<file path="src/apu_nonlinear_mixer_top_macros.svh">
// ----------------------------------------------------------------------------
// APU nonlinear mixer assertion macros
// Shared concurrent assertion forms for the mixer modules.
// ----------------------------------------------------------------------------
`ifndef APU_NONLINEAR_MIXER_TOP_MACROS_SVH
`define APU_NONLINEAR_MIXER_TOP_MACROS_SVH

// Clocked check that is switched off while reset is held.
`define AMIX_ASSERT(lbl, prop, msg) \
  lbl: assert property (@(posedge clk) disable iff (!rst_n) prop) else $error(msg);

// Clocked check that also holds through reset.
`define AMIX_ASSERT_ALWAYS(lbl, prop, msg) \
  lbl: assert property (@(posedge clk) prop) else $error(msg);

`endif

</file>
<file path="src/amix_pkg.sv">
// ----------------------------------------------------------------------------
// APU nonlinear mixer package
// Widths, mixing constants and the divider request type shared by the mixer.
// ----------------------------------------------------------------------------
package amix_pkg;

  // Output format and divider length.
  localparam int OUT_FRAC_BITS = 16;
  localparam int GUARD_BITS    = 16;
  localparam int QBITS         = OUT_FRAC_BITS + GUARD_BITS;
  localparam int MIX_W         = 16;
  localparam logic [MIX_W-1:0] MIX_MAX = '1;

  // Field widths.
  localparam int LVL_W  = 4;
  localparam int DLT_W  = 7;
  localparam int MASK_W = 5;
  localparam int SUM_W  = 5;
  localparam int N_W    = 35;
  localparam int P_W    = 21;
  localparam int T_W    = 49;
  localparam int K_W    = 29;
  localparam int G_W    = 14;

  // Mute mask bit positions.
  localparam int MUTE_P1  = 0;
  localparam int MUTE_P2  = 1;
  localparam int MUTE_TRI = 2;
  localparam int MUTE_NSE = 3;
  localparam int MUTE_DLT = 4;

  // Pulse part: 9588*s / (812800 + 10000*s).
  localparam logic [G_W-1:0] PULSE_GAIN = 14'd9588;
  localparam logic [P_W-1:0] PULSE_BASE = 21'd812800;
  localparam logic [G_W-1:0] MIX_SCALE  = 14'd10000;

  // Triangle/noise/delta part: 15979*N / (100*D + 10000*N).
  localparam logic [G_W-1:0] TND_GAIN = 14'd15979;
  localparam logic [K_W-1:0] K_TRI    = 29'd277111758;
  localparam logic [K_W-1:0] K_NOISE  = 29'd186242826;
  localparam logic [K_W-1:0] K_DELTA  = 29'd100706707;
  localparam logic [T_W-1:0] T_BASE   = 49'd227979843306600;

  // One request travelling down the divider chain.
  typedef struct packed {
    logic             valid;
    logic             block_end;
    logic [P_W-1:0]   p_rem;
    logic [P_W-1:0]   p_den;
    logic [QBITS-1:0] p_q;
    logic [T_W-1:0]   t_rem;
    logic [T_W-1:0]   t_den;
    logic [QBITS-1:0] t_q;
  } amix_div_t;

endpackage

</file>
<file path="src/amix_cell.sv">
// ----------------------------------------------------------------------------
// APU nonlinear mixer divider cell
// One restoring division step for the pulse and the tnd fractions.
// ----------------------------------------------------------------------------
`include "apu_nonlinear_mixer_top_macros.svh"

module amix_cell
  import amix_pkg::*;
(
  input  logic      clk,
  input  logic      rst_n,
  input  logic      adv,
  input  amix_div_t div_i,
  output amix_div_t div_o
);

  logic [P_W:0] p_sh;
  logic [T_W:0] t_sh;
  logic         p_ge;
  logic         t_ge;
  amix_div_t    cell_nxt;
  amix_div_t    cell_r;

  // Shift the remainder, subtract the divisor when it fits, record the bit.
  always_comb begin
    p_sh = {div_i.p_rem, 1'b0};
    t_sh = {div_i.t_rem, 1'b0};
    p_ge = (p_sh >= {1'b0, div_i.p_den});
    t_ge = (t_sh >= {1'b0, div_i.t_den});

    cell_nxt       = div_i;
    cell_nxt.p_rem = p_ge ? P_W'(p_sh - {1'b0, div_i.p_den}) : P_W'(p_sh);
    cell_nxt.t_rem = t_ge ? T_W'(t_sh - {1'b0, div_i.t_den}) : T_W'(t_sh);
    cell_nxt.p_q   = {div_i.p_q[QBITS-2:0], p_ge};
    cell_nxt.t_q   = {div_i.t_q[QBITS-2:0], t_ge};
  end

  // Hand the request to the next cell.
  always_ff @(posedge clk) begin
    if (!rst_n) begin
      cell_r.valid <= 1'b0;
    end else if (adv) begin
      cell_r <= cell_nxt;
    end
  end

  assign div_o = cell_r;

  // The remainders stay below their divisors after every step, and the tnd divisor never falls below T_BASE.
  `AMIX_ASSERT(a_p_rem_bound, cell_r.valid |-> (cell_r.p_rem < cell_r.p_den), "pulse remainder out of range")
  `AMIX_ASSERT(a_t_rem_bound, cell_r.valid |-> (cell_r.t_rem < cell_r.t_den), "tnd remainder out of range")
  `AMIX_ASSERT(a_t_den_floor, cell_r.valid |-> (cell_r.t_den >= T_BASE), "tnd divisor below its base")

endmodule

</file>
<file path="config.mk">
export PLATFORM = sky130hd
export DESIGN_NAME = amix_cell
export DESIGN_NICKNAME = d
export VERILOG_FILES = /design/src/amix_pkg.sv /design/src/amix_cell.sv
export VERILOG_INCLUDE_DIRS = /design/src /design/src/src
export SDC_FILE = /design/constraint.sdc
export NUM_CORES = 1
export LEC_CHECK = 0
export BUFFER_PORTS_ARGS = -buffer_cell sky130_fd_sc_hd__buf_2
export CAP_MARGIN = 20
export CORE_MARGIN = 3
export CORE_UTILIZATION = 42
export CTS_BUF_LIST = sky130_fd_sc_hd__clkbuf_8
export DETAILED_ROUTE_END_ITERATION = 7
export PLACE_DENSITY = 0.7
export SLEW_MARGIN = 20
export SYNTH_ARGS = -nofsm -noshare
export SYNTH_HDL_FRONTEND = slang
export SYNTH_SLANG_ARGS = --single-unit
</file>
<file path="constraint.sdc">
create_clock -name clk -period 7.3 [get_ports clk]
set_clock_uncertainty 0.05 [all_clocks]
set_input_delay 0.365 -clock clk [delete_from_list [all_inputs] [get_ports clk]]
set_output_delay 0.365 -clock clk [all_outputs]
set_load 0.02 [all_outputs]
</file>
==> metrics.txt <==
Area Overhead vs Synth=39.9%; Fill cells=2047; detailed-route via count=9668; TritonRoute pass-1 iters=6; Clock Latency Late Sink=around 0.52 ns; WL per Instance=19.4 µm; CTS Buf Count=38; FF/Latch Area=roughly 0.0062 mm²; final-stage net count=1790; worst setup margin=2.97 ns; Async SR Flop Fraction=0%; pwr/cell area=213 mW/mm²; # Max-Cap Violations=0; Finish-stage setup viols=0; Top cell by count, worst path=inv_1; ys flop type=edfxtp_1; clk slew on worst S/H paths=~0.060 ns; num rows=58; critical path peak fanout=63; wirelength, routed=36.3 mm; initial drt markers=767; FMAX=0.231 GHz; Die Width=168 µm; most frequent cells in the layout=buf_2, edfxtp_1, dlygate4sd3_1, inv_1, nand2_1; worst min path class=input port to flop; total number of H-tree levels=2; final hold vios=0; CP Cell Sequence=dlygate4sd3_1 > buf_2 > inv_1 > ha_1 > a21oi_1 > o21ai_0 > or3_1 > a2111oi_2 > o41a_4 > o31ai_4 > a41oi_4 > buf_12 > inv_1 > mux2_2; Leakage=6.94 nW; Max VDD drop=0.169 mV; CTS Sinks=206; worst slew pin tran=0.972 ns; CTS tree=yes; outcome=finished, final reports clean; Mapped Area=0.0110 mm²; first-pass GRT wire length=53.6 mm; synthesized area per cell=11.6 µm²; crit start category=input port; Final HPWL DP=26.2 mm; Tcrit/Tclk final=59.4%; Die Area=0.0282 mm²; sequential fraction of the synthesis area=a little under three fifths; layout cell share with drive strength beyond 1=between 30% and 40%; commonest non-fill, non-tap cell in the layout=buf_2; routability cong.=roughly 0.88; Seq cells post-synth=206; Starting Density=43.2%; DR vias/cell=5.16; unrepaired setup endpoints after global routing=false; Place WS=2.88 ns; WP data arrival=~4.6 ns; clk root buf=clkbuf_8; fin crit period=~4.3 ns; setup_tns=0 ns; CTS resizes=0; Synth warnings=0; drt drc=0; fin. max-slew vios=0; Rel. slew slack=35.0%; number of flops mapped to enable cells by yosys=slightly above 200; Largest stage delay, worst path=0.83 ns; Slowest-stage cell, CP=a41oi_4; Total GRT Usage=24.3%; Placeable Area=0.0255 mm²; Cell variety after synth=61; port bufs=between 400 and 500; worst reg2reg setup slack=6.63 ns; Largest register FFs=206; Detail Route Antenna Nets=0; initial antenna violation count=10; kind of critical path=input port to flop; largest net degree at the start of global routing=206; area occupied by multi-input gates=around 0.0043 mm²; Mapped Nets=1231; vias in the first global route=9709; endpoint type of the worst setup path=flop; Top-Level Pins=a little over 400; Max clock buf depth=3; Syn Inst Count=950; GRT overflow=0; Die H=168 µm; CP Data Required Time=7.53 ns
[synth_stat cells, types with 5 or more instances]
cell	count	share of area (%)
o21bai_1	8	0.55
or3_1	8	0.45
nand2_1	93	3.2
nand3_1	9	0.41
nor3_1	8	0.36
clkbuf_1	13	0.44
buf_2	11	0.50
and4_1	7	0.56
a21o_1	35	2.4
a31oi_1	6	0.34
xnor2_1	34	2.7
nor2_1	35	1.2
a211oi_1	6	0.41
a21oi_1	74	3.4
nand2b_1	8	0.45
mux2_2	19	1.9
buf_6	5	0.51
xor2_1	27	2.1
edfxtp_1	205	56
nand4_1	13	0.74
inv_1	91	3.1
ha_1	70	8.0
and3_1	9	0.51
o31ai_1	7	0.48
o21ai_1	13	0.59
and2_1	6	0.34
o21a_1	9	0.61
o21ai_0	70	3.2
nor2b_1	7	0.40
[per-stage QoR]
| stage | util [%] | hold slack [ns] | power [mW] | instances | area [µm²] |
|---|---|---|---|---|---|
| 6_report | 60.5 | 0.0459 | 3.28 | 1873 | 15400 |
| 3_3_place_gp | 52.6 | 0.449 | 2.23 | 1667 | 13400 |
| 3_5_place_dp | 52.6 | 0.493 | 2.24 | 1667 | 13400 |
| 2_1_floorplan | - | 0.414 | 1.99 | 950 | 11000 |
| 4_1_cts | 60.3 | 0.00994 | 3.29 | 1864 | 15400 |
| 5_1_grt | 60.5 | 0.0281 | 3.44 | 1872 | 15400 |
[final cells by class]
| class | instances | area share [%] |
|---|---|---|
| diodes | 8 | 0.130 |
| clock buffers | 38 | 3.40 |
| clock inverters | 28 | 0.877 |
| inverters | 91 | 2.22 |
| multi-input cells | 624 | 28.2 |
| flip-flops and latches | 206 | 40.1 |
| well taps | 330 | 2.68 |
| repair buffers | 548 | 22.4 |
[critical path, delay by kind of cell]
kind            cells  cell delay (ns)
mux                 1             0.27
compound gates      6             1.95
fa+ha+maj           1             0.36
buf+inv             5             1.09
simple gates        1             0.45
[kinds of logic (layout without fill, tap and decap cells)]
kind of cell             count (synthesis)  after routing  share of synthesized area, %
AND/OR/NAND/NOR                        209            209                          8.99
adder cells (fa/ha/maj)                 72             72                          8.32
other                                    0              8                             0
buffers and inverters                  120            705                          4.56
XOR/XNOR                                61             61                          4.85
multiplexers                            22             22                          2.22
AO/OA/AOI/OAI                          260            260                          15.0
flip-flops                             206            206                          56.1
[timing repair]
item / 4_1_cts / 5_1_grt
buffers inserted: 0 / 0
hold buffers: 131 / 0
hold endpoints to repair: 131 / 0
[report_power, final]
| group | switching [mW] | leakage (nW) | internal [mW] |
|---|---|---|---|
| Sequential | 0.0261 | 1.93 | 1.43 |
| Combinational | 0.499 | 4.63 | 0.343 |
| Clock | 0.496 | 0.385 | 0.493 |
[final timing paths]
| check | start | endpoint | cells past startpoint |
|---|---|---|---|
| setup / recovery | div_i[61] | div_o[107] | 14 |
| hold / removal | div_i[162] | div_o[162] | 1 |
| setup reg to reg | div_o[205] | div_o[205] | 2 |
| hold reg to reg | div_o[205] | div_o[205] | 2 |
[metal layers]
metal	vias up	global-route usage [%]	part of all wire (%)
li1	4620	-	-
met1	4530	25.8	35
met2	428	45.0	52
met3	86	6.32	8.0
met4	4	10.9	4.5
met5	-	0	0.069
(Power assumes the default switching activity.)
