<file path="src/apu_nonlinear_mixer_top_macros.svh">
// ----------------------------------------------------------------------------
// APU nonlinear mixer assertion macros
// Shared concurrent assertion forms for the mixer modules.
// ----------------------------------------------------------------------------
`ifndef APU_NONLINEAR_MIXER_TOP_MACROS_SVH
`define APU_NONLINEAR_MIXER_TOP_MACROS_SVH

// Clocked check that is switched off while reset is held.
`define AMIX_ASSERT(lbl, prop, msg) \
  lbl: assert property (@(posedge clk) disable iff (!rst_n) prop) else $error(msg);

// Clocked check that also holds through reset.
`define AMIX_ASSERT_ALWAYS(lbl, prop, msg) \
  lbl: assert property (@(posedge clk) prop) else $error(msg);

`endif

</file>
<file path="src/amix_pkg.sv">
// ----------------------------------------------------------------------------
// APU nonlinear mixer package
// Widths, mixing constants and the divider request type shared by the mixer.
// ----------------------------------------------------------------------------
package amix_pkg;

  // Output format and divider length.
  localparam int OUT_FRAC_BITS = 16;
  localparam int GUARD_BITS    = 16;
  localparam int QBITS         = OUT_FRAC_BITS + GUARD_BITS;
  localparam int MIX_W         = 16;
  localparam logic [MIX_W-1:0] MIX_MAX = '1;

  // Field widths.
  localparam int LVL_W  = 4;
  localparam int DLT_W  = 7;
  localparam int MASK_W = 5;
  localparam int SUM_W  = 5;
  localparam int N_W    = 35;
  localparam int P_W    = 21;
  localparam int T_W    = 49;
  localparam int K_W    = 29;
  localparam int G_W    = 14;

  // Mute mask bit positions.
  localparam int MUTE_P1  = 0;
  localparam int MUTE_P2  = 1;
  localparam int MUTE_TRI = 2;
  localparam int MUTE_NSE = 3;
  localparam int MUTE_DLT = 4;

  // Pulse part: 9588*s / (812800 + 10000*s).
  localparam logic [G_W-1:0] PULSE_GAIN = 14'd9588;
  localparam logic [P_W-1:0] PULSE_BASE = 21'd812800;
  localparam logic [G_W-1:0] MIX_SCALE  = 14'd10000;

  // Triangle/noise/delta part: 15979*N / (100*D + 10000*N).
  localparam logic [G_W-1:0] TND_GAIN = 14'd15979;
  localparam logic [K_W-1:0] K_TRI    = 29'd277111758;
  localparam logic [K_W-1:0] K_NOISE  = 29'd186242826;
  localparam logic [K_W-1:0] K_DELTA  = 29'd100706707;
  localparam logic [T_W-1:0] T_BASE   = 49'd227979843306600;

  // One request travelling down the divider chain.
  typedef struct packed {
    logic             valid;
    logic             block_end;
    logic [P_W-1:0]   p_rem;
    logic [P_W-1:0]   p_den;
    logic [QBITS-1:0] p_q;
    logic [T_W-1:0]   t_rem;
    logic [T_W-1:0]   t_den;
    logic [QBITS-1:0] t_q;
  } amix_div_t;

endpackage

</file>
<file path="src/amix_prep.sv">
// ----------------------------------------------------------------------------
// APU nonlinear mixer front end
// Applies the mute mask and builds both numerator/denominator pairs in two
// registered stages.
// ----------------------------------------------------------------------------
module amix_prep
  import amix_pkg::*;
(
  input  logic              clk,
  input  logic              rst_n,
  input  logic              adv,
  input  logic              in_valid,
  input  logic [LVL_W-1:0]  pulse_one,
  input  logic [LVL_W-1:0]  pulse_two,
  input  logic [LVL_W-1:0]  triangle_level,
  input  logic [LVL_W-1:0]  noise_level,
  input  logic [DLT_W-1:0]  delta_level,
  input  logic              block_end,
  input  logic [MASK_W-1:0] mute_mask,
  output amix_div_t         div_o
);

  logic [LVL_W-1:0] p1_m, p2_m, tri_m, nse_m;
  logic [DLT_W-1:0] dlt_m;
  logic [SUM_W-1:0] s_nxt;
  logic [N_W-1:0]   n_nxt;

  logic             a_valid_r;
  logic             a_be_r;
  logic [SUM_W-1:0] a_s_r;
  logic [N_W-1:0]   a_n_r;

  amix_div_t b_nxt;
  amix_div_t b_r;

  // A muted channel reads as level zero.
  always_comb begin
    p1_m  = mute_mask[MUTE_P1]  ? '0 : pulse_one;
    p2_m  = mute_mask[MUTE_P2]  ? '0 : pulse_two;
    tri_m = mute_mask[MUTE_TRI] ? '0 : triangle_level;
    nse_m = mute_mask[MUTE_NSE] ? '0 : noise_level;
    dlt_m = mute_mask[MUTE_DLT] ? '0 : delta_level;
  end

  // Pulse sum and the weighted triangle/noise/delta numerator.
  always_comb begin
    s_nxt = SUM_W'(p1_m) + SUM_W'(p2_m);
    n_nxt = N_W'(tri_m) * N_W'(K_TRI) + N_W'(nse_m) * N_W'(K_NOISE)
          + N_W'(dlt_m) * N_W'(K_DELTA);
  end

  // First stage register.
  always_ff @(posedge clk) begin
    if (!rst_n) begin
      a_valid_r <= 1'b0;
    end else if (adv) begin
      a_valid_r <= in_valid;
      a_be_r    <= block_end;
      a_s_r     <= s_nxt;
      a_n_r     <= n_nxt;
    end
  end

  // Scale into the two fractions; the quotients start empty.
  always_comb begin
    b_nxt.valid     = a_valid_r;
    b_nxt.block_end = a_be_r;
    b_nxt.p_rem     = P_W'(PULSE_GAIN) * P_W'(a_s_r);
    b_nxt.p_den     = PULSE_BASE + P_W'(MIX_SCALE) * P_W'(a_s_r);
    b_nxt.p_q       = '0;
    b_nxt.t_rem     = T_W'(TND_GAIN) * T_W'(a_n_r);
    b_nxt.t_den     = T_BASE + T_W'(MIX_SCALE) * T_W'(a_n_r);
    b_nxt.t_q       = '0;
  end

  // Second stage register.
  always_ff @(posedge clk) begin
    if (!rst_n) begin
      b_r.valid <= 1'b0;
    end else if (adv) begin
      b_r <= b_nxt;
    end
  end

  assign div_o = b_r;

endmodule

</file>
<file path="config.mk">
export PLATFORM = sky130hd
export DESIGN_NAME = amix_prep
export DESIGN_NICKNAME = d
export VERILOG_FILES = /design/src/apu_nonlinear_mixer_top_macros.svh /design/src/amix_pkg.sv /design/src/amix_prep.sv
export SDC_FILE = /design/constraint.sdc
export NUM_CORES = 2
export LEC_CHECK = 0
export ABC_AREA = 1
export BUFFER_PORTS_ARGS = -buffer_cell sky130_fd_sc_hd__buf_2
export CELL_PAD_IN_SITES_DETAIL_PLACEMENT = 1
export CELL_PAD_IN_SITES_GLOBAL_PLACEMENT = 1
export CORE_MARGIN = 3
export CORE_UTILIZATION = 35
export CTS_CLUSTER_DIAMETER = 100
export DETAILED_ROUTE_END_ITERATION = 8
export GPL_ROUTABILITY_DRIVEN = 0
export PLACE_DENSITY_LB_ADDON = 0.1
export SLEW_MARGIN = 20
export SYNTH_ARGS = -nofsm -noshare
export SYNTH_HDL_FRONTEND = slang
export SYNTH_SLANG_ARGS = --single-unit
</file>
<file path="constraint.sdc">
create_clock -name clk -period 9.1 [get_ports clk]
set_clock_uncertainty 0.2 [all_clocks]
set_input_delay 0 -clock clk [delete_from_list [all_inputs] [get_ports clk]]
set_output_delay 0 -clock clk [all_outputs]
set_load 0.02 [all_outputs]
</file>
==> results by group <==
GRT
  • Gr busiest metal: met2
  • GR Util met1: 28.26%
  • GR Layer Usage met2: between 30% and 40%
  • Largest net degree at the start of global routing: 101
  • Met3 Usage GRT: 2.850%
  • Grt ovf: 0
  • Vias in the first global route: 26510
  • Global Route Usage Sum: between 20% and 30%
  • Antenna violations before repair: 4
  • First-pass GRT wire length: 148000 um

Finish
  • Multi-input logic area: 22860 um2
  • Filler cell count: approximately 11000
  • Most common cell after layout, fill and taps aside: inv_1
  • Layout cell share with drive strength beyond 1: 6.805%
  • Area Overhead vs Synth: 8.953%
  • Most frequent cells in the layout: 962 x inv_1, 627 x nand2_1, 518 x ha_1, 393 x fa_1, 226 x nor2_1
  • Final Instance Count excl. Fillers: 5173
  • Diodes inserted: 0
  • Final core occ: 38.54%
  • Register Area: 5055 um2
  • Nets: 4928

Run status
  • Status: finished, final reports clean

CTS
  • Post_cts resized: 0
  • CTS max path bufs: 2
  • Htree depth: 4
  • Clk slew on worst S/H paths: roughly 0.080 ns
  • Clk Latency, worst-skew pair: 0.54 ns
  • CTS tree: built
  • Clk sinks: ~170
  • CTS Buf Count: 17
  • Clock root buffer: clkbuf_16

Floorplanning
  • Die width: 307.9 um
  • Total I/O pin count: 239
  • Initial cell density of the core: 35.38%
  • Die Height: 307.9 um
  • Core Region: 90150 um2
  • Die ar.: between 90000 and 100000 um2
  • Rows: 110

Timing
  • RSZ-0062 raised after global routing: no
  • # setup viols final: 0
  • TNS Setup: 0 ns
  • Max Clk Rate: 136.6 MHz
  • Slew margin rel.: 41.55%
  • Least-Margin Pin Slew: 0.8767 ns
  • Period utilization: 80.45%
  • Fin Hold WS: 0.08068 ns
  • Final min period: ~7.3 ns
  • Slew Viols, Final: 0
  • Final Hold Viols: 0

Setup path
  • CP Data Arrival Time: 7.40 ns
  • Max stage delay on crit path: around 0.56 ns
  • Critical Setup Path Class: input port to register
  • Worst Setup Start Kind: input port
  • WP buf/inv: 6
  • Critical path peak fanout: 6
  • CP delay by family, top: adder cells
  • Most used cell, CP: nand2_1
  • Slowest CP cell: fa_1
  • Critical Path RT: 9.18 ns
  • Nature of the critical path endpoint: register

Synth
  • Mean Syn Cell Area: 8.437 um2
  • Yosys Warn Count: 0
  • Compound-cell area share of the yosys netlist: around 6.5%
  • Ys flop type: edfxtp_1
  • Post-synthesis mux area share: 0%
  • Cell variety after synth: 46
  • Largest family of logic cells by synthesized area: adder cells
  • FFs w/ async S/R, synth: 0%
  • Post-synthesis sequential area ratio: 15.85%
  • Post-Synth Adder-Cell Area: approximately 45%
  • Synth Instances: 3780
  • XOR/XNOR Fraction of Synth Area: 4.940%
  • Number of flops mapped to enable cells by yosys: ~170
  • Synth Area in Simple Gates: 14.38%
  • Post-Syn Area: 31890 um2
  • Yosys reg bits: 169

Place
  • Buffers on Ports: 162
  • Cell total after placement: 5115
  • DP HPWL: 80850 um

Routing
  • Residual DRC: 0
  • Routed Antenna Nets: 0
  • Via/cell ratio: 4.673
  • Via count: about 24000
  • Total iterations of the first detailed-routing run: 4
  • DRT iter0 DRCs: roughly 880
  • WL/cell: 17.65 um
  • Routed WL: 91330 um

Job
  • Maxcap violations: 0

Worst hold path
  • Hold crit path type: input port to register
==> flip-flops by register name, summed over array words and instances, names as in the netlist <==
register,count
a_valid_r,1
a_s_r,5
a_be_r,1
a_n_r,35
div_o,127
==> metal layers <==
metal	wire length, um	share of wire, %
met1	44950	49
met2	42140	46
met5	0	0
met4	1212	1.3
met3	3025	3.3
==> cells in the mapped netlist (all sizes together), types with 3 or more instances <==
cell type / count / area share [%]
o221ai: 5 / 0.14
inv: 971 / 11
or2: 5 / 0.098
nor3: 25 / 0.42
a21o: 3 / 0.071
o21a: 12 / 0.28
nand3: 139 / 2.3
o211ai: 7 / 0.16
a31oi: 24 / 0.47
a21oi: 200 / 3.2
nor4: 7 / 0.14
o21bai: 21 / 0.49
ha: 518 / 20
nor2: 239 / 2.9
nand2: 652 / 7.9
nand4: 20 / 0.39
xor2: 124 / 3.4
o21ai: 89 / 1.4
edfxtp: 167 / 16
fa: 393 / 25
xnor2: 55 / 1.5
buf: 80 / 1.9
and2: 7 / 0.14
==> kinds of logic (layout without fill, tap and decap cells) <==
family,Yosys count,after routing
AND/OR/NAND/NOR,1097,1097
buffers and inverters,1053,1196
adder cells (fa/ha/maj),911,911
AO/OA/AOI/OAI,369,369
flip-flops,169,169
other,2,76
XOR/XNOR,179,179
==> final cells by class <==
type                            count  share of cell area (%)
Multi-Input combinational cell   2632                   65.80
Clock buffer                       17                   1.224
Inverter                          972                   10.52
Tap cell                         1176                   4.235
Clock inverter                     15                  0.5005
Sequential cell                   169                   14.55
Timing Repair Buffer              192                   3.169
==> what timing repair did <==
item | CTS | global route
hold endpoints to repair | 8 | 0
endpoints found under the setup margin | 0 | 0
hold buffers | 26 | 0
buffers inserted | 0 | 0
==> worst paths after layout <==
check / from / endpoint / slack (ns) / cells past startpoint
worst max-delay path: mute_mask[2] / a_n_r[34] / 1.78 / 35
worst min-delay path: adv / div_o[180] / 0.08 / 3
worst max register to register: a_n_r[0] / div_o[110] / 1.91 / 20
worst min register to register: a_be_r / div_o[204] / 0.22 / 0
==> metrics by stage <==
| stage | instance area (um2) | setup slack [ns] |
|---|---|---|
| floorplan | 32170 | 2.240 |
| global placement | 33890 | 1.308 |
| detailed placement | 33890 | 1.167 |
| CTS | 34750 | 1.756 |
| global route | 34750 | 1.179 |
| finish | 34750 | 1.779 |
==> worst register-to-register path: stages, from the launching register on <==
cell	delay, ns
edfxtp_1	0.67
inv_1	0.14
fa_1	0.55
inv_1	0.08
fa_1	0.50
inv_1	0.06
fa_1	0.54
inv_1	0.06
fa_1	0.50
fa_1	0.61
fa_1	0.45
ha_1	0.46
nand2_1	0.14
nor2_1	0.16
inv_1	0.11
o21ai_0	0.33
a21oi_1	0.18
o21bai_1	0.38
nand2_1	0.10
nand2_1	0.13
xor2_1	0.57
Power is not shown: default switching activity piles up to over one toggle a cycle in this logic, so the estimate is an artifact.
