===== src/apu_nonlinear_mixer_top_macros.svh =====
// ----------------------------------------------------------------------------
// APU nonlinear mixer assertion macros
// Shared concurrent assertion forms for the mixer modules.
// ----------------------------------------------------------------------------
`ifndef APU_NONLINEAR_MIXER_TOP_MACROS_SVH
`define APU_NONLINEAR_MIXER_TOP_MACROS_SVH

// Clocked check that is switched off while reset is held.
`define AMIX_ASSERT(lbl, prop, msg) \
  lbl: assert property (@(posedge clk) disable iff (!rst_n) prop) else $error(msg);

// Clocked check that also holds through reset.
`define AMIX_ASSERT_ALWAYS(lbl, prop, msg) \
  lbl: assert property (@(posedge clk) prop) else $error(msg);

`endif


===== src/amix_pkg.sv =====
// ----------------------------------------------------------------------------
// APU nonlinear mixer package
// Widths, mixing constants and the divider request type shared by the mixer.
// ----------------------------------------------------------------------------
package amix_pkg;

  // Output format and divider length.
  localparam int OUT_FRAC_BITS = 16;
  localparam int GUARD_BITS    = 16;
  localparam int QBITS         = OUT_FRAC_BITS + GUARD_BITS;
  localparam int MIX_W         = 16;
  localparam logic [MIX_W-1:0] MIX_MAX = '1;

  // Field widths.
  localparam int LVL_W  = 4;
  localparam int DLT_W  = 7;
  localparam int MASK_W = 5;
  localparam int SUM_W  = 5;
  localparam int N_W    = 35;
  localparam int P_W    = 21;
  localparam int T_W    = 49;
  localparam int K_W    = 29;
  localparam int G_W    = 14;

  // Mute mask bit positions.
  localparam int MUTE_P1  = 0;
  localparam int MUTE_P2  = 1;
  localparam int MUTE_TRI = 2;
  localparam int MUTE_NSE = 3;
  localparam int MUTE_DLT = 4;

  // Pulse part: 9588*s / (812800 + 10000*s).
  localparam logic [G_W-1:0] PULSE_GAIN = 14'd9588;
  localparam logic [P_W-1:0] PULSE_BASE = 21'd812800;
  localparam logic [G_W-1:0] MIX_SCALE  = 14'd10000;

  // Triangle/noise/delta part: 15979*N / (100*D + 10000*N).
  localparam logic [G_W-1:0] TND_GAIN = 14'd15979;
  localparam logic [K_W-1:0] K_TRI    = 29'd277111758;
  localparam logic [K_W-1:0] K_NOISE  = 29'd186242826;
  localparam logic [K_W-1:0] K_DELTA  = 29'd100706707;
  localparam logic [T_W-1:0] T_BASE   = 49'd227979843306600;

  // One request travelling down the divider chain.
  typedef struct packed {
    logic             valid;
    logic             block_end;
    logic [P_W-1:0]   p_rem;
    logic [P_W-1:0]   p_den;
    logic [QBITS-1:0] p_q;
    logic [T_W-1:0]   t_rem;
    logic [T_W-1:0]   t_den;
    logic [QBITS-1:0] t_q;
  } amix_div_t;

endpackage


===== src/amix_out.sv =====
// ----------------------------------------------------------------------------
// APU nonlinear mixer output stage
// Adds both fractions, rounds and saturates, and buffers results in an
// output register with one skid entry.
// ----------------------------------------------------------------------------
`include "apu_nonlinear_mixer_top_macros.svh"

module amix_out
  import amix_pkg::*;
(
  input  logic             clk,
  input  logic             rst_n,
  input  amix_div_t        div_i,
  output logic             adv,
  output logic             out_valid,
  input  logic             out_stall,
  output logic [MIX_W-1:0] out_mix_value,
  output logic             out_block_end_out
);

  localparam logic [QBITS:0] HALF = (QBITS+1)'(1) << (GUARD_BITS - 1);

  logic [QBITS:0]         total;
  logic [QBITS:0]         rnd;
  logic [OUT_FRAC_BITS:0] mix_full;
  logic [MIX_W-1:0]       mix;
  logic                   arrive;
  logic                   take;

  logic             main_valid_r;
  logic [MIX_W-1:0] main_mix_r;
  logic             main_be_r;
  logic             skid_valid_r;
  logic [MIX_W-1:0] skid_mix_r;
  logic             skid_be_r;

  // Sum the two parts, round half up and clip at full scale.
  always_comb begin
    total    = (QBITS+1)'(div_i.p_q) + (QBITS+1)'(div_i.t_q);
    rnd      = total + HALF;
    mix_full = rnd[QBITS:GUARD_BITS];
    if (mix_full > (OUT_FRAC_BITS+1)'(MIX_MAX)) begin
      mix = MIX_MAX;
    end else begin
      mix = MIX_W'(mix_full);
    end
  end

  // The chain moves only while the skid entry is free.
  assign adv    = !skid_valid_r;
  assign arrive = adv && div_i.valid;
  assign take   = main_valid_r && !out_stall;

  // Output register and skid entry.
  always_ff @(posedge clk) begin
    if (!rst_n) begin
      main_valid_r <= 1'b0;
      skid_valid_r <= 1'b0;
    end else if (skid_valid_r) begin
      if (take) begin
        main_mix_r   <= skid_mix_r;
        main_be_r    <= skid_be_r;
        skid_valid_r <= 1'b0;
      end
    end else if (arrive) begin
      if (!main_valid_r || take) begin
        main_valid_r <= 1'b1;
        main_mix_r   <= mix;
        main_be_r    <= div_i.block_end;
      end else begin
        skid_valid_r <= 1'b1;
        skid_mix_r   <= mix;
        skid_be_r    <= div_i.block_end;
      end
    end else if (take) begin
      main_valid_r <= 1'b0;
    end
  end

  assign out_valid         = main_valid_r;
  assign out_mix_value     = main_mix_r;
  assign out_block_end_out = main_be_r;

  // The skid entry is used only behind a held output register; both are empty after reset.
  `AMIX_ASSERT(a_skid_behind_main, skid_valid_r |-> main_valid_r, "skid entry full with empty output")
  `AMIX_ASSERT(a_skid_fill, $rose(skid_valid_r) |-> $past(main_valid_r && out_stall), "skid filled without a stalled output")
  `AMIX_ASSERT_ALWAYS(a_reset_empty, !rst_n |=> (!main_valid_r && !skid_valid_r), "output not empty after reset")

endmodule


===== config.mk =====
export PLATFORM = sky130hd
export DESIGN_NAME = amix_out
export DESIGN_NICKNAME = d
export VERILOG_FILES = /design/src/amix_pkg.sv /design/src/amix_out.sv
export VERILOG_INCLUDE_DIRS = /design/src /design/src/src
export SDC_FILE = /design/constraint.sdc
export NUM_CORES = 1
export LEC_CHECK = 0
export BUFFER_PORTS_ARGS = -buffer_cell sky130_fd_sc_hd__buf_2
export CAP_MARGIN = 20
export CORE_MARGIN = 2
export CORE_UTILIZATION = 36
export DETAILED_ROUTE_END_ITERATION = 10
export PLACE_DENSITY = 0.7
export SLEW_MARGIN = 20
export SYNTH_ARGS = -nofsm -noshare
export SYNTH_HDL_FRONTEND = slang
export SYNTH_SLANG_ARGS = --single-unit

===== constraint.sdc =====
create_clock -name clk -period 3.45 [get_ports clk]
set_input_delay 0.5175 -clock clk [delete_from_list [all_inputs] [get_ports clk]]
set_output_delay 0.5175 -clock clk [all_outputs]
set_load 0.01 [all_outputs]

==> results of run 1 <==
==> synthesized netlist by cell type, types with 2 or more instances <==
library cell                instances  area, um^2
sky130_fd_sc_hd__a2111oi_0          2        17.5
sky130_fd_sc_hd__a211o_1            2        17.5
sky130_fd_sc_hd__a211oi_1           6        45.0
sky130_fd_sc_hd__a211oi_2           2        25.0
sky130_fd_sc_hd__a21boi_0           2        15.0
sky130_fd_sc_hd__a21o_1            12        90.1
sky130_fd_sc_hd__a21oi_1           25         125
sky130_fd_sc_hd__a31oi_1            5        31.3
sky130_fd_sc_hd__a31oi_2            5        62.6
sky130_fd_sc_hd__and2_1             3        18.8
sky130_fd_sc_hd__and3_1             5        31.3
sky130_fd_sc_hd__and4_1             2        17.5
sky130_fd_sc_hd__clkbuf_1           4        15.0
sky130_fd_sc_hd__clkbuf_2           2        10.0
sky130_fd_sc_hd__dfxtp_1            2        40.0
sky130_fd_sc_hd__edfxtp_1          34        1020
sky130_fd_sc_hd__ha_1              61         763
sky130_fd_sc_hd__inv_1             16        60.1
sky130_fd_sc_hd__nand2_1           42         158
sky130_fd_sc_hd__nand2b_1           2        12.5
sky130_fd_sc_hd__nand3_1            9        45.0
sky130_fd_sc_hd__nand4_1            4        25.0
sky130_fd_sc_hd__nor2_1            18        67.6
sky130_fd_sc_hd__nor2b_1            2        12.5
sky130_fd_sc_hd__nor3_1             6        30.0
sky130_fd_sc_hd__o211ai_1           6        45.0
sky130_fd_sc_hd__o21a_1             2        15.0
sky130_fd_sc_hd__o21ai_0           12        60.1
sky130_fd_sc_hd__o21ai_1            6        30.0
sky130_fd_sc_hd__o21bai_1           4        30.0
sky130_fd_sc_hd__o311ai_2           2        32.5
sky130_fd_sc_hd__o31ai_1            5        37.5
sky130_fd_sc_hd__o32ai_1            2        17.5
sky130_fd_sc_hd__or2_2              3        18.8
sky130_fd_sc_hd__or3_1              2        12.5
sky130_fd_sc_hd__xnor2_1            5        43.8
sky130_fd_sc_hd__xor2_1             8        70.1
==> cell families after synthesis <==
group | Yosys count | synth area share, %
AOI/OAI and AO/OA | 117 | 24.9
xor gates and xnor gates | 14 | 3.75
adders and majority gates | 61 | 22.0
buffers and inverters | 27 | 3.35
DFF | 36 | 30.6
muxes | 1 | 0.324
and+or+nand+nor | 106 | 15.1
==> layout make-up <==
| class | instances | area, um^2 |
|---|---|---|
| inverter | 17 | 63.8 |
| multi-input combinational | 299 | 2300 |
| tap | 129 | 161 |
| clock inverter | 3 | 42.5 |
| clock buffer | 5 | 68.8 |
| fill | 948 | 5090 |
| timing repair buffer | 94 | 500 |
| sequential | 36 | 1060 |
==> metal layers <==
metal,track usage (%),vias to the layer above
met4,4.00,0
met3,1.92,5
met2,26.4,76
met1,19.7,1368
met5,0,-
li1,-,1574
==> path summary, 6_finish.rpt <==
check,start,to,cells after the start
max,div_i[7],out_mix_value[1],11
min,div_i[204],skid_be_r,1
max reg2reg,skid_valid_r,out_mix_value[4],5
min reg2reg,skid_mix_r[9],out_mix_value[9],2
==> placed cells by master, fill, tap and decap left out, drive strengths merged, types with 8 or more instances in the layout <==
| cell type | count |
|---|---|
| ha | 61 |
| buf | 94 |
| xor2 | 8 |
| edfxtp | 34 |
| o21ai | 18 |
| a31oi | 10 |
| nor2 | 19 |
| a21o | 12 |
| nand2 | 42 |
| inv | 16 |
| nand3 | 10 |
| a21oi | 26 |
| a211oi | 8 |
==> state kept, by name, indices dropped and copies added (netlist names) <==
register	count
out_block_end_out	1
skid_valid_r	1
out_valid	1
out_mix_value	16
skid_be_r	1
skid_mix_r	16
==> through the flow <==
step / worst slack (ps) / area, um^2
2_1_floorplan: 533 / 3470
3_3_place_gp: 209 / 4090
3_5_place_dp: 145 / 4090
4_1_cts: 441 / 4200
5_1_grt: 208 / 4200
6_report: 436 / 4200
==> power breakdown <==
| group | leakage, uW | switching, uW | internal, uW | total, uW |
|---|---|---|---|---|
| clock | 0.0000541 | 151 | 214 | 365 |
| sequential | 0.000322 | 5.46 | 530 | 536 |
| combinational | 0.00153 | 355 | 271 | 626 |
==> critical path, cell delays in order <==
cell                       delay, ps
sky130_fd_sc_hd__buf_2           100
sky130_fd_sc_hd__ha_1            290
sky130_fd_sc_hd__ha_1            360
sky130_fd_sc_hd__a21oi_1         240
sky130_fd_sc_hd__nand2b_1        130
sky130_fd_sc_hd__o311ai_2        480
sky130_fd_sc_hd__a211o_1         270
sky130_fd_sc_hd__nand3_2         120
sky130_fd_sc_hd__xnor2_2         220
sky130_fd_sc_hd__buf_12          190
sky130_fd_sc_hd__a31oi_1         100
==> results summary, run 1 <==
The shortest period the worst path allows is 3010 ps. Input and output buffers added on the ports amount to 87. Routability-driven placement finished with a final weighted congestion of 0.860. The worst setup slack for register-to-register paths came out at 1550 ps. In this run, distinct cell masters in the synthesized netlist total 69.

The average detailed-routed wire length per instance is 13.3 um. The number of buffers inserted by hold repair at cts is 0. The share of the cycle needed by the critical path after routing is 87.4%. Post-CTS timing repair inserted 0 buffers for setup.

Setup repair after global routing left no endpoint under its margin. The via count came out at 3023. The share of flip-flops with an asynchronous set or reset is 0%. The x dimension of the die is 102 um.

The fraction of final layout cells with drive strength greater than 1 came out at 27.8%. Data on the critical path arrives at its endpoint at 3020 ps. The post-route clock skew is 6.70 ps.

The total negative setup slack came out at 0 ps. The met1 wire length is 3.65 mm. The number of global-route vias before repair is 2847.

Setup violations remaining at the end of the flow were counted as 0. Counting every net in the synthesized netlist gives 632. The pre-antenna-repair detailed-routing pass consisted of 4 iterations. The initial DRC count came out at 125. The post-detailed-route via-to-cell ratio came out at 5.19. The half-perimeter wire length of the detailed placement result is 6.62 mm. The number of enable flip-flop cells after synthesis is 34.

The number of antenna violations at the first check in global routing came out at 0. The full die area is 10400 um^2. The critical path endpoint category is a register. The final number of hold-violating endpoints is 0. The leakage power came out at 0.00191 uW. The max capacitance violation total is 0. The detailed router used layers up to and including met4. The mean instance size in the synthesized netlist is 9.59 um^2.

After the last flow step, the layout net total stands at 723. The number of placement rows came out at 35. The clock latency reported for the late side of the worst-skew pair came out at 290 ps.

The required time reported for the critical path endpoint came out at 3460 ps. Global routing used 15.1% of the available tracks across all layers. The residual overflow from global routing is 0. The area of the core is 9280 um^2. Once placement completed, the tool counted placed cells totaling 575.

Post-CTS repair changed the size of 0 cells. The number of clock buffers added by TritonCTS is 5. The netlist area before placement came out at 3470 um^2. The total DRC errors in the routed layout came out at 0.

The antenna diode instance count is 0. The number of sinks handled by clock tree synthesis is 36. Pin placement for this block handled 228 I/O pins. The clock slew at the register clock pins of the worst setup and hold paths is 70 ps. The pin count of the biggest net entering global routing is 26.

The utilization after layout is 45.2%. The power consumption is 1530 uW. The maximum buffer depth of the clock tree came out at 2. For this run, the leading register cell type out of synthesis is sky130_fd_sc_hd__edfxtp_1. Wire segments on met3 add up to 320 um in the final route. Once the floorplan was initialized, standard cells occupied 37.4% of the core. The total count of max-transition violations in the final report is 0.

Across the VDD grid, the largest voltage drop is 177 uV. The area growth from synthesis to layout came out at 20.9%. The run finished with clean final reports. The wire length after detailed routing came out at 7.77 mm.

The post-layout instance count excluding filler cells is 583. The cell sitting at the root of the clock tree is a sky130_fd_sc_hd__clkbuf_8. The tightest min-delay check is of the in2reg type.

Counting every instance in the synthesized netlist gives 362. The register area share after synthesis came out at 30.6%. The category of the critical setup timing path is in2reg. The H-tree depth is 2. The final-layout worst hold slack came out at 414 ps. The first-pass GRT wire length is 12.7 mm. The die is 102 um tall. For the pin with the worst max-slew slack, the measured transition is 512 ps. The count of state elements after synthesis is 36.

STA classifies the critical path startpoint as a primary input. For this run, the number of Yosys warnings is 0. The relative slew slack came out at 65.0%. The count of nets left with antenna violations once routing finished came out at 0.

The CTS tree is built. The detailed route wirelength on metal2 came out at 3.72 mm. The top fanout value on the critical path came out at 21.

The power density relative to cell area came out at 364 nW/um^2. The top achievable clock speed came out at 332 MHz.
No activity file was read; power rests on OpenSTA's default activity.
==> run 2: changes to the inputs <==
Settings changed: CORE_UTILIZATION 36 to 43, PLACE_DENSITY 0.7 to 0.82.
==> results summary, run 2 (synthesis gave the netlist of run 1 again) <==
TritonCTS built the clock tree. The leakage power came out at 0.00189 uW (-0.80%). The power density relative to cell area is 352 nW/um^2 (-3.3%). The post-detailed-route via-to-cell ratio is 5.59 (+7.8%).

The total DRC errors in the routed layout is 0 (unchanged). The net total in the final layout came out at 723 (unchanged). Leaving out fill and tap cells, the most frequent cell in the layout is sky130_fd_sc_hd__buf_2. Setup repair after global routing left no endpoint under its margin. The first-pass GRT wire length came out at 13.2 mm (+4.3%). The H-tree depth is 2 (unchanged).

The total clock buffers created by CTS came to 5 (unchanged). The number of sinks handled by clock tree synthesis was 36 (unchanged). The initial DRC count is 152 (+22%). The final-layout worst hold slack is 438 ps (+24.1 ps). The internal power came out at 936 uW (-7.8%). The full die area was 8810 um^2 (-16%).

The total count of max-transition violations in the final report is 0 (unchanged). The delay of the slowest critical-path stage was 410 ps (-70 ps). The worst setup path is of the in2reg kind.

STA classifies the critical path startpoint as a primary input. The hold-critical path depth was 1 (unchanged). The wire length after detailed routing is 8.06 mm (+3.7%). The x dimension of the die is 93.8 um (-8.2%). The number of antenna violations at the first check in global routing is 0 (unchanged).

The count of final setup violators was 0 (unchanged). The shortest period the worst path allows came out at 3000 ps (-9.85 ps). The number of buffers inserted by hold repair at cts was 0 (unchanged). The number of filler cells placed in the layout came out at 743 (-22%). The switching power as a share of total power is 35.6% (+2.1 points). In this run the worst hold path is classified as in2reg. The top fanout value on the critical path is 7 (-67%). The clock slew at the register clock pins of the worst setup and hold paths is 70 ps (about the same). The total cell area at the placement stage came out at 4050 um^2 (-0.83%).

The number of buffers added for setup after CTS came to 0 (unchanged). The data arrival time of the worst path came out at 3010 ps (about the same). The first-pass detailed-route iteration total came out at 4 (unchanged).

The share of the cycle needed by the critical path after routing is 87.1% (-0.29 points). The part of the total power dissipated in sequential elements came out at 37.0% (+1.9 points). The critical path endpoint category is a register. The top achievable clock speed came to 333 MHz (+0.33%). The half-perimeter wire length of the detailed placement result was 6.68 mm (+0.92%). From synthesis to final layout, the design area changed by 18.9%. The cell at the root of the clock tree is sky130_fd_sc_hd__clkbuf_8. The maximum buffer depth of the clock tree was 2 (unchanged). The slowest stage of the critical path belongs to the cell sky130_fd_sc_hd__ha_1. The critical path goes through buf_2 -> ha_1 -> ha_1 -> a21o_1 -> a21o_1 -> a2111oi_2 -> o32ai_1 -> o21ai_1 -> nor3b_2 -> o311ai_2. The relative slew slack was 61.3% (-3.7 points). The average detailed-routed wire length per instance came to 14.5 um (+9.0%). The power share of the clock group came out at 19.5% (-4.4 points). The starting density of the core is 44.7% (+7.3 points). The residual overflow from global routing is 0 (unchanged). The via count is 3101 (+2.6%).

The weighted congestion reported at the end of routability-driven placement is 0.870 (+1.1%). The post-route clock skew is 3.79 ps (-2.91 ps). The total routing resource utilization after global routing is 18.5% (+3.4 points). In the layout the commonest cells are sky130_fd_sc_hd__buf_2, sky130_fd_sc_hd__ha_1, sky130_fd_sc_hd__nand2_1, sky130_fd_sc_hd__edfxtp_1, sky130_fd_sc_hd__a21oi_1. The top-level I/O count came out at 228 (unchanged). The max capacitance violation total came to 0 (unchanged).

The pin count of the biggest net entering global routing was 25 (-3.8%). The height of the die came to 93.8 um (-8.2%). The flow ran to the end, and the final reports show no timing, DRC or antenna violations. The number of placement rows was 32 (-8.6%). The path depth of the worst reg2reg path is 4 (-1). The required time reported for the critical path endpoint is 3460 ps (about the same).

The net load switching power is 517 uW (+0.99%). The clock latency reported for the late side of the worst-skew pair came out at 280 ps (about the same). The final number of hold-violating endpoints came out at 0 (unchanged). The final design instance area without fill came out at 4130 um^2 (-1.6%).

The total negative setup slack was 0 ps (unchanged). The antenna violation net count after detailed routing came out at 0 (unchanged). The actual transition at the worst max-transition pin came out at 577 ps (+65.2 ps). The area of the core is 7770 um^2 (-16%). The quantity of I/O buffers inserted on ports came out at 87 (unchanged). The post-cts gate resize count is 0 (unchanged). The peak supply drop is 188 uV (+6.1%). The number of global-route vias before repair came out at 2918 (+2.5%). The utilization after layout came out at 53.1% (+7.9 points). The power consumption came to 1450 uW (-4.8%). The fraction of final layout cells with drive strength greater than 1 is 27.2% (-0.60 points). The combinational cell fraction of total power came out at 43.5% (+2.5 points). The antenna diode instance count is 0 (unchanged).
-- run 2: cell types whose count changed in the layout (fill, tap and decap cells not counted) --
cell	before	now
sky130_fd_sc_hd__clkinv_2	1	0
sky130_fd_sc_hd__clkinv_1	1	3
sky130_fd_sc_hd__clkinvlp_4	1	0
sky130_fd_sc_hd__bufinv_16	1	0
-- run 2: final cells by class --
cell class	instances	area (um^2)	share of cell area, %
Multi-Input combinational cell	299	2300	55.7
Sequential cell	36	1060	25.7
Timing Repair Buffer	94	500	12.1
Tap cell	102	128	3.09
Clock buffer	5	68.8	1.67
Inverter	17	63.8	1.55
Clock inverter	2	7.51	0.182
-- run 2: metrics by stage --
stage | instances | setup WS, ps
floorplan | 362 | 533
finish | 555 | 446
global placement | 548 | 217
CTS | 555 | 469
detailed placement | 548 | 193
global route | 555 | 288
-- run 2: power groups by stage --
stage                     Clock, uW  Sequential (uW)  Combinational (uW)
after floorplan                   0              557                 440
after global placement            0              548                 609
after detailed placement          0              547                 625
after CTS                       284              538                 631
after global routing            302              540                 709
final                           283              537                 632
-- run 2: path summary, 6_finish.rpt --
kind / end / slack, ps / startpoint
worst max-delay path: out_mix_value[13] / 450 / div_i[23]
worst min register to register: out_mix_value[8] / 540 / skid_mix_r[8]
worst min-delay path: skid_be_r / 440 / div_i[204]
worst max register to register: out_mix_value[3] / 1750 / skid_valid_r
-- run 2: critical path, delay by kind of cell --
kind            cells  cell delay, ps
fa+ha+maj           2             700
buf+inv             1             100
compound gates      6            1390
simple gates        1             300
-- run 2: layer usage --
layer / track usage, % / routed length [um]
met5: 0 / 0
met4: 2.78 / 40
met3: 1.61 / 473
met2: 31.4 / 3800
met1: 26.3 / 3750
